## src/rtl/core/amr_ram.sv

```systemverilog
`default_nettype none

module amr_ram #(
    parameter int WIDTH = 17,
    parameter int DEPTH = 256
) (
    input  wire logic                     clk,
    input  wire logic                     we,
    input  wire logic [$clog2(DEPTH)-1:0] waddr,
    input  wire logic [WIDTH-1:0]         wdata,
    input  wire logic [$clog2(DEPTH)-1:0] raddr,
    output logic      [WIDTH-1:0]         rdata
);

    logic [WIDTH-1:0] mem [DEPTH];

    // Write one entry, register the read
    always_ff @(posedge clk)
    begin
        if (we)
        begin
            mem[waddr] <= wdata;
        end
        rdata <= mem[raddr];
    end

endmodule

`default_nettype wire

```

## config.mk

```make
export PLATFORM = sky130hd
export DESIGN_NAME = amr_ram
export DESIGN_NICKNAME = d
export VERILOG_FILES = /design/src/rtl/core/amr_ram.sv
export SDC_FILE = /design/constraint.sdc
export NUM_CORES = 2
export LEC_CHECK = 0
export BUFFER_PORTS_ARGS = -buffer_cell sky130_fd_sc_hd__buf_2
export CAP_MARGIN = 20
export CORE_MARGIN = 2
export CORE_UTILIZATION = 30
export CTS_CLUSTER_SIZE = 16
export DETAILED_ROUTE_END_ITERATION = 12
export GPL_TIMING_DRIVEN = 0
export PLACE_DENSITY = 0.54
export SYNTH_ARGS = -nofsm -noshare
export SYNTH_HDL_FRONTEND = slang
export SYNTH_MEMORY_MAX_BITS = 65536
export SYNTH_SLANG_ARGS = --single-unit
```

## constraint.sdc

```tcl
create_clock -name clk -period 3.8 [get_ports clk]
set_clock_uncertainty 0.1 [all_clocks]
set_input_delay 0.38 -clock clk [delete_from_list [all_inputs] [get_ports clk]]
set_output_delay 0.38 -clock clk [all_outputs]
set_load 0.01 [all_outputs]
```

**After elaboration in Yosys (flattened, before gate mapping)**

Memories as Yosys holds them, arrays and structs flattened. A register that Yosys moved wholly into a read port is not among the register bits.
Cells that the tools add are included.

- Register bits: 0
- Bits in latches: 0
- Bits in writable memories: 4,352
- Bits in read-only memories: 0
- Bits of input ports: 35
- Output and inout port bits: 17
- Word-level logic and storage cells: 3
- Memories: 1

Memories:

| name | depth | bits a word | rd ports | clocked after memory_dff | write ports | line | RTL |
|---|---|---|---|---|---|---|---|
| mem | 256 | 17 | 1 | 1 | 1 | 15 | `logic [WIDTH-1:0] mem [DEPTH];` |

- Add/subtract/negate cells: 0
- Multipliers: 0
- Div/mod/pow operators: 0
- Magnitude comparators: 0
- Equal/unequal tests: 0
- Shift-type cells: 0
- Mux-type cells: 2
- Bitwise operators: 0
- Reduce and logical (&&, ||, !) cells: 0

Operators with widths:

| operator | count |
|---|---|
| 1-bit 2-to-1 mux | 2 |

**Longest topological paths before layout**

- Depth after elaboration: 2
- Depth in mapped cells: 13
- Mapped depth without buffers: 7

**Worst setup path before layout**

Ideal clock, no wire load.

- Kind: input port to flip-flop
- From: input waddr[3]
- To: memory mem[235][0], enable pin
- Library setup time: 0.391 ns
- Data arrival time: 2.198 ns
- Required time: 3.309 ns
- Slack: 1.112 ns
- Stages: 6
- Path buffers: 3
- Path through: clkbuf_1 nor2b_1 clkbuf_1 nand4_1 clkbuf_1 nor2_1

RTL lines:

| item | line | RTL |
|---|---|---|
| start: declaration | 9 | `input wire logic [$clog2(DEPTH)-1:0] waddr,` |
| end: declaration | 15 |  |

No word-level cell before the write port.

==> metrics.csv <==
metric,value,unit
status,"finished, violations left",
violations,setup timing,
cts_max_path_buffers,4,
crit_start,raddr[1],
drive_gt1_share,28.6,%
grt_max_degree,167,
yosysSeqAreaShare,77.2,%
cp_num_buf_inv,4,
syn_inst,7797,
synth_warnings,0,
r2r_cells,6,
synth_area,0.170,mm2
min_from,waddr[2],
hold_path.class,primary input to flop,
portBuffers,43,
timing.slew.headroom,3.46,%
grt_pass1_wl,903,mm
multi_input_area,0.0367,mm2
gp_congestion,0.999,
yosysTopAreaCellShare,77.0,%
critPathCapture,rdata[8],
num_rows,276,
grt.overflow.total,0,
cp_max_fo,10,
yosys.area.top_type,edfxtp_1,
post_cts_buffers,0,
cp.arrival,4.84,ns
drv_slew,0,
critical_path.top_delay_family,buffers and inverters,
peakVddDrop,0.000483,V
max-cap-violations,0,
timing.fmax,0.247,GHz
first_iter_violations,17717,
syn2layout_area_growth,19.1,%
yosysUniqueCellTypes,74,
nFillCells,51690,
grt_pass1_vias,88925,
vias_per_cell,5.65,
p_total,0.105,W
path_depth,10,
worst_ep_required_time,4.59,ns
synth_edf_count,4352,
rr_startpoint,mem[191][1],
routed_wl,710,mm
cp-start-kind,primary input,
htree_levels,5,
synth.top_cells.by_area,"edfxtp_1, mux4_2, mux2i_1",
r2r_slack,-0.07,ns
start_util,30.1,%
cts.sinks,4369,
yosys_register_bits,4369,
synth_top_flop_cell,edfxtp_1,
root_buffer,clkbuf_16,
power_density,520,mW/mm2
final_antenna_net_count,0,
tightest_slew,1.45,ns
drtPass1Iterations,6,
hold_violations,0,
synth_most_common_cell,edfxtp_1,
cpPeakStageDelay,0.85,ns
critPathSlowestCell,o311ai_2,
chipWidth,756,um
timing.rr.end,rdata[1],
num_vias,93543,
io_pins,52,
avgSynthCellArea,21.8,um2
setup_violations,54,
path_clk_slew,0.06,ns
path_cells,buf_4 -> buf_6 -> buf_4 -> buf_2 -> mux4_2 -> o22ai_1 -> o311ai_2 -> o31ai_1 -> nor4_2 -> and3_1,
drc_errors,0,
worstSetupPathType,primary input to flop,
yosys-top-cells-count,"edfxtp_1, mux4_2, mux2i_1",
die_y,756,um
pre_cts_ws,-2.78,ns
coreArea,0.564,mm2
async_flop_share,0,%
cts_buffers,454,
setup_slack,-0.251,ns
p_leak,63.0,nW
finalWorstPathRequiredPeriod,4.05,ns
antenna_found_initial,101,
seq_area,0.131,mm2
nets,8638,
syn_nets,7832,
cts_tree,built,
clkLatencyLatePin,1.08,ns
fin_crit_sh,107,%
wl_per_cell,42.8,um
die_area,0.572,mm2
cpMostUsedCell,buf_4,
place_hpwl,506,mm
endpoint_kind,flop,
gr-usage-all-layers,24.2,%
## what timing repair did
item | in CTS | in global routing
endpoints found under the hold margin | 1434 | 0
pin swaps | 9 | 2
hold buffers | 19 | 0
resized for setup | 144 | 8
gates cloned | 0 | 0
endpoints found under the setup margin | 17 | 38
## cell families after synthesis
kind of cell / count (synthesis) / synth area share (%)
buf+inv: 471 / 2.14
simple gates: 836 / 2.19
mux: 1472 / 15.8
flops: 4369 / 77.2
compound gates: 649 / 2.71
## where the power goes
group	internal (W)	switching, W
combinational	0.00203	0.00529
clock	0.0251	0.0196
sequential	0.0531	0.0000324
## state kept, by name, indices dropped and copies added (netlist names)
signal and cells:
rdata 17, mem 4352
## worst min-delay path, delay by kind of cell
family	cells	cell delay [ns]
simple gates	2	0.47
buf+inv	1	0.20
## final cells by class
type / instances / area share (%)
sequential: 4369 / 64.8
multi-input combinational: 2957 / 18.2
clock buffer: 558 / 5.84
tap: 7506 / 4.65
timing repair buffer: 354 / 3.06
buffer: 462 / 1.93
clock inverter: 286 / 1.46
antenna: 70 / 0.0866
inverter: 5 / 0.00990
## layer usage
metal  GRT usage (%)  vias up  wire length, um
met3            7.04     1263            82900
met2            37.3     6676           320000
li1                -    34779                -
met1            31.3    50795           266000
met4            11.7       30            41300
met5               0        -              299
## placed cells by master (no fill, tap or decap), drive strengths merged, types with 8 or more instances in the layout
| cell type | n |
|---|---|
| nand4 | 21 |
| and3 | 8 |
| nor2 | 333 |
| nand2 | 216 |
| o311ai | 15 |
| o311a | 14 |
| inv | 15 |
| clkinv | 216 |
| o22ai | 186 |
| nor2b | 14 |
| a31oi | 14 |
| or3 | 14 |
| dfxtp | 17 |
| mux4 | 943 |
| edfxtp | 4352 |
| nor3 | 109 |
| a22oi | 33 |
| o21ai | 46 |
| clkinvlp | 17 |
| nor4 | 16 |
| bufinv | 43 |
| o22a | 11 |
| nand3 | 65 |
| a211oi | 17 |
| clkbuf | 723 |
| dlygate4sd3 | 19 |
| mux2i | 509 |
| diode | 70 |
| o221ai | 136 |
| a22o | 13 |
| a21oi | 108 |
| a32oi | 9 |
| mux2 | 20 |
| buf | 628 |
## worst min-delay path by stage
stage / to / slack (ns) / cells past startpoint
2_1_floorplan: mem[0][0] / 0.38 / 0
3_3_place_gp: rdata[2] / 0.69 / 1
3_5_place_dp: mem[73][13] / 0.55 / 1
4_1_cts: mem[51][13] / 0.0002 / 3
5_1_grt: mem[158][2] / 0.06 / 3
6_report: mem[158][0] / 0.09 / 3
## stage by stage
stage	cells	TNS (ns)	util [%]	area [um2]	hold WS (ns)
after global placement	15346	-	31.8	179000	0.687
after global routing	16533	-0.00189	35.8	202000	0.0649
final	16567	-3.12	35.8	202000	0.0875
after floorplan	7797	0	-	170000	0.379
after CTS	16495	0	35.8	202000	0.000224
after detailed placement	15636	-70.93	33.0	186000	0.550
(Power assumes the default switching activity.)
