[src/rtl/core/amr_pkg.sv]
`default_nettype none

package amr_pkg;

    // Map geometry
    localparam int MAX_COLUMNS = 256;
    localparam int COL_W       = $clog2(MAX_COLUMNS);
    localparam int COLS_W      = $clog2(MAX_COLUMNS + 1);

    // Field and datapath widths
    localparam int CNT_W   = 16;
    localparam int QUO_W   = 16;
    localparam int ACC_W   = 17;
    localparam int PROD_W  = 2 * ACC_W;
    localparam int SUM_W   = 52;
    localparam int CFG_W   = 9;
    localparam int STEP_W  = 4;

    // APB port
    localparam int PADDR_W   = 3;
    localparam int PDATA_W   = 32;
    localparam int REG_IDX_W = PADDR_W - 2;

    localparam logic [REG_IDX_W-1:0] REG_IDX_COLS = '0;
    localparam logic [CFG_W-1:0]     COLS_RESET   = 9'd256;

    // Acceptance codes in Q1.16
    localparam logic [ACC_W-1:0] ACC_ONE = 17'h10000;
    localparam logic [ACC_W-1:0] ACC_MIN = 17'h00001;

    // Sequencer step limits
    localparam logic [STEP_W-1:0] DIV_LAST  = 4'd15;
    localparam logic [STEP_W-1:0] TERM_LAST = 4'd4;
    localparam logic [STEP_W-1:0] RD_UP     = 4'd0;
    localparam logic [STEP_W-1:0] CAP_UP    = 4'd1;
    localparam logic [STEP_W-1:0] CAP_RIGHT = 4'd2;

    typedef enum logic [1:0] {
        ST_IDLE,
        ST_DIV,
        ST_TERM,
        ST_FIN
    } amr_state_t;

    // Neighbor visited at each term step
    typedef enum logic [1:0] {
        NB_LEFT,
        NB_UPLEFT,
        NB_UP,
        NB_UPRIGHT
    } amr_nb_t;

    typedef struct packed {
        logic load;
        logic step;
    } amr_div_ctrl_t;

    typedef struct packed {
        logic mul_en;
        logic pair_en;
        logic clear;
    } amr_acc_ctrl_t;

endpackage

`default_nettype wire

[src/rtl/core/amr_div.sv]
`default_nettype none

module amr_div (
    input  wire logic                            clk,
    input  wire amr_pkg::amr_div_ctrl_t          ctrl,
    input  wire logic [amr_pkg::CNT_W-1:0]       dividend,
    input  wire logic [amr_pkg::CNT_W-1:0]       divisor,
    output logic      [amr_pkg::QUO_W-1:0]       quotient
);

    import amr_pkg::*;

    logic [CNT_W-1:0] rem_reg;
    logic [CNT_W-1:0] rem_next;
    logic [CNT_W-1:0] dsr_reg;
    logic [QUO_W-1:0] quo_reg;
    logic [QUO_W-1:0] quo_next;
    logic [CNT_W:0]   trial;
    logic             fits;

    // One restoring step: shift in a zero, subtract if it fits
    always_comb
    begin
        trial    = {rem_reg, 1'b0};
        fits     = trial >= {1'b0, dsr_reg};
        rem_next = fits ? CNT_W'(trial - {1'b0, dsr_reg}) : trial[CNT_W-1:0];
        quo_next = {quo_reg[QUO_W-2:0], fits};
    end

    always_ff @(posedge clk)
    begin
        if (ctrl.load)
        begin
            rem_reg <= dividend;
            dsr_reg <= divisor;
            quo_reg <= '0;
        end
        else if (ctrl.step)
        begin
            rem_reg <= rem_next;
            quo_reg <= quo_next;
        end
    end

    assign quotient = quo_reg;

endmodule

`default_nettype wire

[config.mk]
export PLATFORM = sky130hd
export DESIGN_NAME = amr_div
export DESIGN_NICKNAME = d
export VERILOG_FILES = /design/src/rtl/core/amr_pkg.sv /design/src/rtl/core/amr_div.sv
export SDC_FILE = /design/constraint.sdc
export NUM_CORES = 1
export LEC_CHECK = 0
export BUFFER_PORTS_ARGS = -buffer_cell sky130_fd_sc_hd__buf_2
export CAP_MARGIN = 40
export CORE_MARGIN = 4
export CORE_UTILIZATION = 31
export DETAILED_ROUTE_END_ITERATION = 8
export GPL_TIMING_DRIVEN = 1
export PLACE_DENSITY = 0.51
export SKIP_LAST_GASP = 1
export SYNTH_ARGS = -nofsm -noshare
export SYNTH_HDL_FRONTEND = slang
export SYNTH_SLANG_ARGS = --single-unit
[constraint.sdc]
create_clock -name clk -period 4.1 [get_ports clk]
set_input_delay 0.41 -clock clk [delete_from_list [all_inputs] [get_ports clk]]
set_output_delay 0.41 -clock clk [all_outputs]
set_load 0.02 [all_outputs]
# Word-level counts from Yosys, hierarchy flattened
# Cells that the tools add are included.
[word_totals]
register_bits = 48
in_bits = 35
output_inout_bits = 16
[classes]
addsub = 1
magnitude_cmp = 1
n_mux = 3
n_reduce_logical = 1
[ops]
columns = ["op", "n"]
rows = [
  ["$mux W16", 3],
  ["$ge A17 B16 Y1", 1],
  ["$sub A16 B16 Y16", 1],
  ["$reduce_bool A2 Y1", 1],
]

# Longest topological paths before layout
[logic_depth]
depth_word = 4
mapped_depth = 11
mapped_depth_nobuf = 9

# Worst setup path before layout
# No wires, ideal clock.
[synth_path]
path_type = "reg-to-reg"
startpoint = "register rem_reg[0]"
endpoint = "register rem_reg[1], data pin"
setup_time_ps = 260
arrival_time_ps = 2054
t_required_ps = 3840
slack_ps = 1786
stages_incl_launch_ff = 9
n_path_buf = 0
path_cell_list = "edfxtp_1 ha_1 nor2b_1 o31ai_2 a21oi_4 a41oi_4 o21ai_4 mux2i_1 mux2_4"
[synth_between]
elab_chain_len = 4
word_cells_on_any_way = 5
[synth_lines]
columns = ["item", "line", "text"]
rows = [
  ["from (decl)", "amr_div.sv:13", "logic [CNT_W-1:0] rem_reg;"],
  ["from (signal assigned)", "amr_div.sv:34", "rem_reg <= dividend;"],
  ["from (signal assigned)", "amr_div.sv:40", "rem_reg <= rem_next;"],
  ["$sub A16 B16 Y16 / $ge A17 B16 Y1 (equally long branches)", "amr_div.sv:26, amr_div.sv:25", ""],
  ["$mux W16 (*)", "amr_div.sv:26", "rem_next = fits ? CNT_W'(trial - {1'b0, dsr_reg}) : trial[CNT_W-1:0];"],
  ["$mux W16 (*)", "amr_div.sv:38", "else if (ctrl.step)"],
  ["$mux W16 (*)", "amr_div.sv:32", "if (ctrl.load)"],
]
# Every way passes the cells marked *; elsewhere a longest branch is shown, timed or not. The select of a mux whose other input is x is not followed.
# A chain may end at the register's enable or synchronous reset.

# Final worst setup path
[layout_path]
startpoint = "register rem_reg[2]"
endpoint = "register rem_reg[1], data pin"
[layout_between]
elab_chain_len = 4
[layout_lines]
columns = ["item", "line", "text"]
rows = [
  ["$ge A17 B16 Y1", "amr_div.sv:25", "fits = trial >= {1'b0, dsr_reg};"],
  ["$mux W16", "amr_div.sv:26", ""],
  ["$mux W16", "amr_div.sv:38", ""],
  ["$mux W16", "amr_div.sv:32", ""],
]
# Every way passes these cells. The select of a mux whose other input is x is not followed.

==> flow_summary.ini <==
[floorplanning]
placementRows = 34
die_h_microns = 103
io_pins = 51
core-area_sq_um = 8720
die_area_sq_um = 10500
initial_core_util_pct = 31.8
die_w_microns = 103

[placement]
dpl.hpwl_microns = 4210
place.gp.congestion = 0.773
placedCellCount = 411
pre_cts_ws_ps = 1360
io_buffers = 50

[cts]
cts_root_buf = clkbuf_8
ctsResizeCount = 0
hold_buffers = 0
tritoncts = done
cts.sinks = 48
postCtsSetupBuffers = 0
clk_latency_ps = 310
clkTransAtPathRegs_ps = 100
clockBufferDepth = 2
htree_levels = 2
cts_buffers = 5

[final_layout]
fin_cells = 419
register_area_sq_um = 1280
layout-drive-gt1-share_pct = 23.5
fillerInstances = 922
synthToLayoutAreaGrowth_pct = 16.9
finalNetCount = 362
multiInputGateArea_sq_um = 1370
layout_commonest_cell = buf_2
num_antenna_cells = 0
final_cell_mix = buf_2, nor2_1, edfxtp_1

[setup_path]
crit_required_ps = 4170
critical-path-top-delay-family = compound AO/OA/AOI/OAI gates
worstReg2RegStart = rem_reg[2]
cp.depth = 8
path_cells = ha_1 -> o21a_2 -> o31ai_2 -> a21oi_4 -> a41oi_4 -> o21ai_4 -> mux2i_1 -> mux2_4
end_kind = register
crit_buf_inv = 0
arrival_ps = 2780
cp_slowest_cell = o21ai_4
critPathMaxFanout = 17
r2r_end = rem_reg[1]
cp_slowest_stage_delay_ps = 590
worst-setup-path-type = register to register
rr_worst_depth = 8
cp-start-kind = register
r2r_slack_ps = 1390

[sta]
setup_violations = 0
final_max_slew_viol_count = 0
timing.setup.tns_ps = 0
rsz0062_at_grt = false
fin_ws_ps = 1390
tightest_slew_ps = 688
fmax_mhz = 369
final_hold_viol_count = 0
fin_crit_sh_pct = 66.1
skew_ps = 11.7
post-route-min-period_ps = 2710
relSlewSlack_pct = 54.0

[global_routing]
grt_max_degree = 43
overflow = 0
grt_pass1_vias = 2083
grt_usage_pct = 11.7
grt_antenna_before_repair = 0
grt_pass1_wl_microns = 9650

[hold_path]
hold_class = primary input to register
holdCritStartpoint = divisor[2]
hold_depth = 1
whs_endpoint = dsr_reg[2]

[power]
leakage_uw = 0.00147
vdd_drop_max_mv = 0.169
p_per_area_nw_per_um2 = 512

[synthesis]
ys_warn_count = 0
yosysSeqAreaShare_pct = 46.2
ys_ff_latch = 48
synth_mux_area_share_pct = 10.6
async_flop_share_pct = 0
synthXorXnorAreaFrac_pct = 3.16
avgSynthCellArea_sq_um = 10.7
netlist_area_sq_um = 2770
synthAdderAreaFrac_pct = 7.94
yosysTopAreaCellShare_pct = 34.7
synthesis.instances = 260
synth_simple_gate_area_share_pct = 11.4
synth.largest_area_cell = edfxtp_1
yosysUniqueCellTypes = 50
synth_fp_nets = 312
synth_top_family_by_area = compound AO/OA/AOI/OAI gates
synth_compound_gate_area_share_pct = 16.1
synth_edf_count = 32
synth.area.top_cells = edfxtp_1, dfxtp_1, mux2i_1
synthFlopType = edfxtp_1

[routing]
vias_per_cell = 4.90
drc = 0
antenna_left = 0
wl_per_cell_microns = 13.9
drtIter0Drc = 93
drtPass1Iterations = 4
wl_microns = 5830
vias = 2053

[outcome]
status = completed

[run]
cap_violations = 0
cells by family after synthesis:
kind of cell               count (synthesis)
adders and majority gates                 17
muxes                                     29
AOI/OAI and AO/OA                         60
buffers and inverters                     28
DFF                                       48
and+or+nand+nor                           68
xor gates and xnor gates                  10
worst max-delay path by stage:
stage	startpoint	to	slack, ps
floorplan	rem_reg[0]	rem_reg[1]	1790
global placement	rem_reg[5]	rem_reg[1]	1390
detailed placement	rem_reg[5]	rem_reg[1]	1360
CTS	rem_reg[5]	rem_reg[1]	1360
global route	rem_reg[5]	rem_reg[1]	1180
finish	rem_reg[2]	rem_reg[1]	1390
stage by stage:
step | hold WS (ps) | total power, uW | instance area, sq um | utilization, %
2_1_floorplan | 509 | 1190 | 2770 | -
3_3_place_gp | 474 | 1310 | 3120 | 35.8
3_5_place_dp | 492 | 1310 | 3120 | 35.8
4_1_cts | 266 | 1680 | 3240 | 37.2
5_1_grt | 257 | 1790 | 3240 | 37.2
6_report | 272 | 1660 | 3240 | 37.2
cells in the mapped netlist, types with 2 or more instances:
cell type   n
xor2_1      3
a211oi_1    2
a21oi_1    18
inv_1      18
nand3_1     4
ha_1       16
o211ai_1    2
nor2b_1     3
o21ai_1     4
nand2_1    12
clkbuf_1    7
nor2_1     35
or2_2       2
o21ai_0     6
dfxtp_1    16
xnor2_1     7
edfxtp_1   32
o21a_1      9
mux2i_1    28
a21o_1      3
nor3_1      4
worst reg2reg max path: stages, from the launching register on:
cell,delay (ps)
edfxtp_1,430
ha_1,360
o21a_2,150
o31ai_2,90
a21oi_4,230
a41oi_4,180
o21ai_4,590
mux2i_1,160
mux2_4,270
per-layer routing:
layer	share of wire (%)	track usage [%]
met3	6.1	3.65
met2	45	19.2
met5	0	0
met4	0.89	3.23
met1	48	14.9
power breakdown:
part           total (uW)  switching (uW)  internal [uW]
Sequential            629            32.9            596
Clock                 365             169            195
Combinational         668             369            299
area by class of cell:
class	count	area share [%]
clock buffers	8	3.78
inverters	19	2.20
multi-input cells	184	42.1
flip-flops and latches	48	39.5
well taps	108	4.17
repair buffers	52	8.18
No activity file was read; power rests on OpenSTA's default activity.
