## src/rtl/core/amr_pkg.sv

```systemverilog
`default_nettype none

package amr_pkg;

    // Map geometry
    localparam int MAX_COLUMNS = 256;
    localparam int COL_W       = $clog2(MAX_COLUMNS);
    localparam int COLS_W      = $clog2(MAX_COLUMNS + 1);

    // Field and datapath widths
    localparam int CNT_W   = 16;
    localparam int QUO_W   = 16;
    localparam int ACC_W   = 17;
    localparam int PROD_W  = 2 * ACC_W;
    localparam int SUM_W   = 52;
    localparam int CFG_W   = 9;
    localparam int STEP_W  = 4;

    // APB port
    localparam int PADDR_W   = 3;
    localparam int PDATA_W   = 32;
    localparam int REG_IDX_W = PADDR_W - 2;

    localparam logic [REG_IDX_W-1:0] REG_IDX_COLS = '0;
    localparam logic [CFG_W-1:0]     COLS_RESET   = 9'd256;

    // Acceptance codes in Q1.16
    localparam logic [ACC_W-1:0] ACC_ONE = 17'h10000;
    localparam logic [ACC_W-1:0] ACC_MIN = 17'h00001;

    // Sequencer step limits
    localparam logic [STEP_W-1:0] DIV_LAST  = 4'd15;
    localparam logic [STEP_W-1:0] TERM_LAST = 4'd4;
    localparam logic [STEP_W-1:0] RD_UP     = 4'd0;
    localparam logic [STEP_W-1:0] CAP_UP    = 4'd1;
    localparam logic [STEP_W-1:0] CAP_RIGHT = 4'd2;

    typedef enum logic [1:0] {
        ST_IDLE,
        ST_DIV,
        ST_TERM,
        ST_FIN
    } amr_state_t;

    // Neighbor visited at each term step
    typedef enum logic [1:0] {
        NB_LEFT,
        NB_UPLEFT,
        NB_UP,
        NB_UPRIGHT
    } amr_nb_t;

    typedef struct packed {
        logic load;
        logic step;
    } amr_div_ctrl_t;

    typedef struct packed {
        logic mul_en;
        logic pair_en;
        logic clear;
    } amr_acc_ctrl_t;

endpackage

`default_nettype wire

```

## src/rtl/core/amr_acc.sv

```systemverilog
`default_nettype none

module amr_acc (
    input  wire logic                        clk,
    input  wire logic                        rst_n,
    input  wire amr_pkg::amr_acc_ctrl_t      ctrl,
    input  wire logic [amr_pkg::ACC_W-1:0]   val_a,
    input  wire logic [amr_pkg::ACC_W-1:0]   val_b,
    output logic      [amr_pkg::SUM_W-1:0]   sum,
    output logic                             clip
);

    import amr_pkg::*;

    logic [ACC_W-1:0]  diff;
    logic [PROD_W-1:0] sq;
    logic [PROD_W-1:0] prod_reg;
    logic [PROD_W-1:0] prod_next;
    logic              prod_vld_reg;
    logic              prod_vld_next;
    logic [SUM_W:0]    sum_ext;
    logic [SUM_W-1:0]  sum_reg;
    logic [SUM_W-1:0]  sum_next;
    logic              clip_reg;
    logic              clip_next;

    // Form twice the squared difference of a counted pair
    always_comb
    begin
        diff          = (val_a > val_b) ? (val_a - val_b) : (val_b - val_a);
        sq            = PROD_W'(diff) * PROD_W'(diff);
        prod_next     = {sq[PROD_W-2:0], 1'b0};
        prod_vld_next = ctrl.mul_en && ctrl.pair_en && (val_a != '0) && (val_b != '0);
    end

    // Add the registered term, clip at full scale
    always_comb
    begin
        sum_ext   = {1'b0, sum_reg} + (SUM_W + 1)'(prod_reg);
        sum_next  = sum_reg;
        clip_next = clip_reg;
        if (ctrl.clear)
        begin
            sum_next  = '0;
            clip_next = 1'b0;
        end
        else if (prod_vld_reg)
        begin
            if (sum_ext[SUM_W])
            begin
                sum_next  = '1;
                clip_next = 1'b1;
            end
            else
            begin
                sum_next = sum_ext[SUM_W-1:0];
            end
        end
    end

    always_ff @(posedge clk)
    begin
        prod_reg <= prod_next;
    end

    always_ff @(posedge clk or negedge rst_n)
    begin
        if (!rst_n)
        begin
            prod_vld_reg <= 1'b0;
            sum_reg      <= '0;
            clip_reg     <= 1'b0;
        end
        else
        begin
            prod_vld_reg <= prod_vld_next && !ctrl.clear;
            sum_reg      <= sum_next;
            clip_reg     <= clip_next;
        end
    end

    assign sum  = sum_reg;
    assign clip = clip_reg;

endmodule

`default_nettype wire

```

## config.mk

```make
export PLATFORM = sky130hd
export DESIGN_NAME = amr_acc
export DESIGN_NICKNAME = d
export VERILOG_FILES = /design/src/rtl/core/amr_pkg.sv /design/src/rtl/core/amr_acc.sv
export SDC_FILE = /design/constraint.sdc
export NUM_CORES = 1
export LEC_CHECK = 0
export BUFFER_PORTS_ARGS = -buffer_cell sky130_fd_sc_hd__buf_2
export CAP_MARGIN = 30
export CORE_MARGIN = 2
export CORE_UTILIZATION = 45
export DETAILED_ROUTE_END_ITERATION = 10
export PLACE_DENSITY = 0.63
export SYNTH_ARGS = -nofsm -noshare
export SYNTH_HDL_FRONTEND = slang
export SYNTH_SLANG_ARGS = --single-unit
```

## constraint.sdc

```tcl
create_clock -name clk -period 4 [get_ports clk]
set_input_delay 0.4 -clock clk [delete_from_list [all_inputs] [get_ports clk]]
set_output_delay 0.4 -clock clk [all_outputs]
set_load 0.01 [all_outputs]
```

# Word-level counts from Yosys, hierarchy flattened
# Cells that the tools add are included.
# classes
add_sub_neg	3
n_mul	1
n_lt_le_gt_ge	1
n_mux	7
n_reduce_logical	10
# op_table
operator	n
52-bit 2-to-1 mux	3
52-bit by 34-bit adder with 53-bit output	1
17-bit nonzero test	2
17-bit subtractor	2
17-bit by 17-bit multiplier with 33-bit output	1
17-bit > comparator	1
17-bit 2-to-1 mux	1
1-bit logical AND	4
2-bit nonzero test	2
1-bit 2-to-1 mux	3
2-bit AND reduction	1
1-bit zero test	1
# word_totals
reg_bits	87
input_bits	39
elab_cells	26

# Logic depth before layout (Yosys ltp)
# depth
ltp_word	4
mapped_depth	35
depth_no_buf	34

# Worst setup path after synthesis
# No wires, ideal clock.
# synth_path
kind	input -> register
from	input val_a[9] in the netlist's numbering
to	register prod_reg[30]
setup_time_ns	0.126
arrival_ns	7.738
required_time_ns	3.874
path_slack_ns	-3.864
cell_stages	31
path_buffers	3
cell_sequence	inv_1 -> ha_1 -> buf_2 -> nand2_1 -> nor3_1 -> o211ai_1 -> a31oi_2 -> buf_4 -> mux2_2 -> o31ai_2 -> xor2_2 -> buf_4 -> nand2_1 -> fa_1 -> fa_1 -> fa_1 -> inv_1 -> fa_1 -> fa_1 -> inv_1 -> fa_1 -> inv_1 -> ha_1 -> a211o_1 -> a2111oi_0 -> o21ai_0 -> a21oi_1 -> a41o_1 -> o21bai_1 -> a21oi_1 -> xnor2_1
# synth_between
elab_chain_len	3
word_cells_on_any_way	5
classes_between	2 x add/sub; 1 x mul; 1 x order compare; 1 x mux
# synth_lines
item	line_no	source
from (decl)	amr_acc.sv:7	input wire logic [amr_pkg::ACC_W-1:0] val_a,
17-bit subtractor / 17-bit > comparator (equally long branches)	amr_acc.sv:30	diff = (val_a > val_b) ? (val_a - val_b) : (val_b - val_a);
17-bit 2-to-1 mux *	amr_acc.sv:30	
17-bit by 17-bit multiplier with 33-bit output *	amr_acc.sv:31	sq = PROD_W'(diff) * PROD_W'(diff);
named net sq[29]	amr_acc.sv:16	logic [PROD_W-1:0] sq;
to (signal assigned)	amr_acc.sv:63	prod_reg <= prod_next;
to (decl)	amr_acc.sv:17	logic [PROD_W-1:0] prod_reg;
# Mark *: on every way through the listed nets, which the timed path passes. The rest lies on a longest branch.
# A chain may end at the register's enable or synchronous reset.

# Worst setup path after layout
# layout_path
from	input val_b[10] in the netlist's numbering
to	register prod_reg[30]
# layout_between
elab_chain_len	3
word_cells_on_any_way	5
classes_between	2 x add/sub; 1 x mul; 1 x order compare; 1 x mux
# layout_lines
item	line_no	source
from (decl)	amr_acc.sv:8	input wire logic [amr_pkg::ACC_W-1:0] val_b,
17-bit subtractor / 17-bit > comparator (equally long branches)	amr_acc.sv:30	
17-bit 2-to-1 mux *	amr_acc.sv:30	
17-bit by 17-bit multiplier with 33-bit output *	amr_acc.sv:31	
named net sq[29]	amr_acc.sv:16	
# Marked as above.

==> summary by stage <==
Status
The run finished, with violations left. The checks that failed: negative setup slack.

Timing
Headroom to the max-slew limit came out at 0.393. Setup slack on the critical path of the routed design comes to -3.41 ns. The final critical-path share of the clock period is 1.85. The setup skew after layout is approximately 0.010 ns. The total count of hold-check failures in the final report was 0. The minimum clock period is between 7 and 8 ns. At the pin with the least slew margin, the transition time is 0.911 ns. The count of final setup violators is 29. The maximum clock rate is 0.135 GHz. Setup repair after global routing could not meet its margin everywhere. Hold timing on the final database bottoms out at a slack of between 0.1 and 0.15 ns. The count of pins over their slew limit is 0.

The final-layout setup total negative slack is -79.61 ns.

Logic synthesis
The mapped netlist covers 14500 um^2. After synthesis the netlist holds a flip-flop and latch count of 86. The share of the Yosys chip area taken by registers is 0.137.

The share of flip-flops with an asynchronous set or reset after synthesis is 0.628. In the synthesized netlist, the number of instances is approximately 1700. The commonest register cell after synthesis is sky130_fd_sc_hd__dfrtp_1. The number of library cell types mapped by synthesis is between 70 and 80. The average footprint of a synthesized cell is between 8 and 9 um^2. The number of synthesis warnings is 0. The number of nets produced by synthesis is between 2000 and 2500.

Counting flops with a built-in enable in the synthesized netlist gives 0.

Global route
The initial antenna violation count is 0. The aggregate global-route resource usage is 0.237. The first global-routing pass estimated around 65000 um of wire.

The via count of the first global-routing pass is approximately 14000. Entering global routing, the biggest net connects between 50 and 60 pins. The remaining global-route overflow is 0.

Worst setup path
For the worst setup path, the data required time is 4.23 ns. The worst setup path is of the in -> reg kind. The largest individual stage delay along the critical path comes from the cell sky130_fd_sc_hd__fa_1. The worst setup path is captured at a flip-flop. The data arrival time of the critical path is 7.64 ns. In this design, the critical path's most frequently occurring cell is sky130_fd_sc_hd__fa_1. The delay of the slowest critical-path stage is 0.53 ns. The top fanout value on the critical path is 8. The worst setup path is launched from an input port.

Floorplanning
The die boundary width is 184 um. The area of the die is 33700 um^2. Pin placement for this block handled 92 I/O pins. The initial utilization of the core area, before any placement, comes to 0.459. The core footprint is 31600 um^2.

The site row count is 65. The vertical die dimension is 184 um.

Route
The routed wire length is 39100 um. The total iterations of the first detailed-routing run is 5. The detailed-route via count is 12900. Using the TritonRoute via totals, the vias-per-cell ratio works out to 5.17.

After detailed routing, the average wire length per cell comes to 15.6 um. The count of unresolved DRC violations after routing is 0. The DRC marker count from the first detailed-route iteration is between 400 and 500.

The final antenna-violating net count is 0.

Placed design
Routability-driven placement finished with a final weighted congestion of 0.865. In this run the tool buffered the top-level ports with 91 buffer cells. OpenSTA, run right after detailed placement, puts the worst setup slack at -4.03 ns. After legalization and detailed placement, the total HPWL measured 31600 um.

Clock tree
TritonCTS built the clock tree. The number of sinks handled by clock tree synthesis is 86. The longest clock path from root to sink contains 2 buffers. The number of H-tree levels is 3.

After clock tree synthesis, the clock-pin slew on the worst setup and hold paths is 0.06 ns. The CTS buffer count is 9. The source-to-sink clock delay at the later pin of the worst-skew pair is 0.34 ns.

The master cell of the clock root buffer is sky130_fd_sc_hd__clkbuf_16.

Hold path
The path class of the tightest hold or removal check is in -> async.

Finish
The library cell used most frequently in the layout, excluding fill and tap cells, is sky130_fd_sc_hd__buf_4. The area growth from synthesis to layout is 37.0%. Of the cells placed in the final design, the portion with a size suffix greater than 1 is 0.364.

The number of nets at the end of the flow is 2496. Once layout is complete, the utilization of the core stands at 0.629. The library cells used most frequently in the layout, excluding fill and tap cells, are 329 x sky130_fd_sc_hd__buf_4, 292 x sky130_fd_sc_hd__inv_1, 166 x sky130_fd_sc_hd__fa_1. The number of diodes is 0. The register with the most flip-flops in the layout has 52 of them.

Flow run
Max-cap violations in this run came to 0.
worst paths after layout:
check,startpoint,endpoint,slack (ns),cells past startpoint
max in group asynchronous,rst_n,sum[32]$_DFFE_PN0P_,3.07,2
min in group clk,ctrl[1],prod_vld_reg$_DFF_PN0_,0.33,3
worst max register to register,sum[13]$_DFFE_PN0P_,sum[28]$_DFFE_PN0P_,0.76,11
worst min-delay path,rst_n,sum[5]$_DFFE_PN0P_,0.13,1
worst max-delay path,val_b[10],prod_reg[30]$_DFF_P_,-3.41,34
worst min register to register,sum[0]$_DFFE_PN0P_,sum[0]$_DFFE_PN0P_,0.51,2
per-stage QoR:
| stage | std cells | area, um^2 |
|---|---|---|
| finish | 2501 | 19900 |
| CTS | 2485 | 19400 |
| detailed placement | 2398 | 17900 |
| global route | 2501 | 19900 |
| global placement | 2397 | 17900 |
| floorplan | 1668 | 15000 |
final cells by class:
cell class	count	area [um^2]
inverter	343	1310
clock buffer	11	243
timing repair buffer	476	3660
tap	402	503
fill	2640	11700
multi-input combinational	1178	12100
sequential	86	1990
clock inverter	5	58.8
layer usage:
| layer | vias up | wire length (um) | global-route usage |
|---|---|---|---|
| li1 | 6304 | - | - |
| met1 | 6306 | 16700 | 0.294 |
| met2 | 263 | 20100 | 0.443 |
| met3 | 65 | 1170 | 0.0145 |
| met4 | 0 | 1100 | 0.0704 |
| met5 | - | 0 | 0 |
cell usage after synthesis (5+ instances only):
| cell | n | share of area |
|---|---|---|
| sky130_fd_sc_hd__inv_1 | 334 | 0.086 |
| sky130_fd_sc_hd__fa_1 | 193 | 0.27 |
| sky130_fd_sc_hd__ha_1 | 170 | 0.15 |
| sky130_fd_sc_hd__nor2_1 | 148 | 0.038 |
| sky130_fd_sc_hd__nand2_1 | 110 | 0.028 |
| sky130_fd_sc_hd__a21oi_1 | 83 | 0.029 |
| sky130_fd_sc_hd__dfrtp_1 | 54 | 0.093 |
| sky130_fd_sc_hd__xnor2_1 | 48 | 0.029 |
| sky130_fd_sc_hd__a21o_1 | 41 | 0.021 |
| sky130_fd_sc_hd__o21ai_0 | 35 | 0.012 |
| sky130_fd_sc_hd__dfxtp_1 | 32 | 0.044 |
| sky130_fd_sc_hd__buf_2 | 30 | 0.010 |
| sky130_fd_sc_hd__a311oi_1 | 27 | 0.016 |
| sky130_fd_sc_hd__clkbuf_1 | 26 | 0.0067 |
| sky130_fd_sc_hd__nand3_1 | 25 | 0.0086 |
| sky130_fd_sc_hd__xor2_1 | 24 | 0.014 |
| sky130_fd_sc_hd__a211oi_1 | 21 | 0.011 |
| sky130_fd_sc_hd__and3_1 | 18 | 0.0078 |
| sky130_fd_sc_hd__a31oi_1 | 15 | 0.0065 |
| sky130_fd_sc_hd__o21bai_1 | 15 | 0.0078 |
| sky130_fd_sc_hd__nand4_1 | 13 | 0.0056 |
| sky130_fd_sc_hd__nor3_1 | 13 | 0.0045 |
| sky130_fd_sc_hd__o21a_1 | 13 | 0.0067 |
| sky130_fd_sc_hd__nand2b_1 | 12 | 0.0052 |
| sky130_fd_sc_hd__nor2b_1 | 12 | 0.0052 |
| sky130_fd_sc_hd__nor4_1 | 12 | 0.0052 |
| sky130_fd_sc_hd__o21ai_1 | 11 | 0.0038 |
| sky130_fd_sc_hd__and2_1 | 10 | 0.0043 |
| sky130_fd_sc_hd__inv_2 | 9 | 0.0023 |
| sky130_fd_sc_hd__o211ai_1 | 9 | 0.0047 |
| sky130_fd_sc_hd__or3_1 | 6 | 0.0026 |
| sky130_fd_sc_hd__a2111oi_0 | 5 | 0.0030 |
| sky130_fd_sc_hd__o31ai_1 | 5 | 0.0026 |
worst max-delay path, delay by kind of cell:
family,cells,cell delay (ns)
adders and majority gates,8,3.45
AOI/OAI and AO/OA,11,2.30
buffers and inverters,11,1.11
xor gates and xnor gates,2,0.23
and+or+nand+nor,2,0.12
cells by family (layout without fill, tap and decap cells):
| kind of cell | count (synthesis) | count (layout) | synth area share |
|---|---|---|---|
| flip-flops | 86 | 86 | 0.137 |
| buffers and inverters | 404 | 835 | 0.109 |
| XOR/XNOR | 80 | 80 | 0.0532 |
| AO/OA/AOI/OAI | 322 | 322 | 0.152 |
| multiplexers | 10 | 10 | 0.00784 |
| adder cells (fa/ha/maj) | 363 | 363 | 0.413 |
| AND/OR/NAND/NOR | 403 | 403 | 0.129 |
timing repair:
item / CTS / global route
buffers inserted: 74 / 18
setup endpoints to repair: 28 / 29
hold buffers: 0 / 0
resized for setup: 177 / 90
pin swaps: 132 / 81
Power is left out: the tool's default activity adds up to more than one toggle a clock period on the data nets, which glitch-free logic cannot reach.
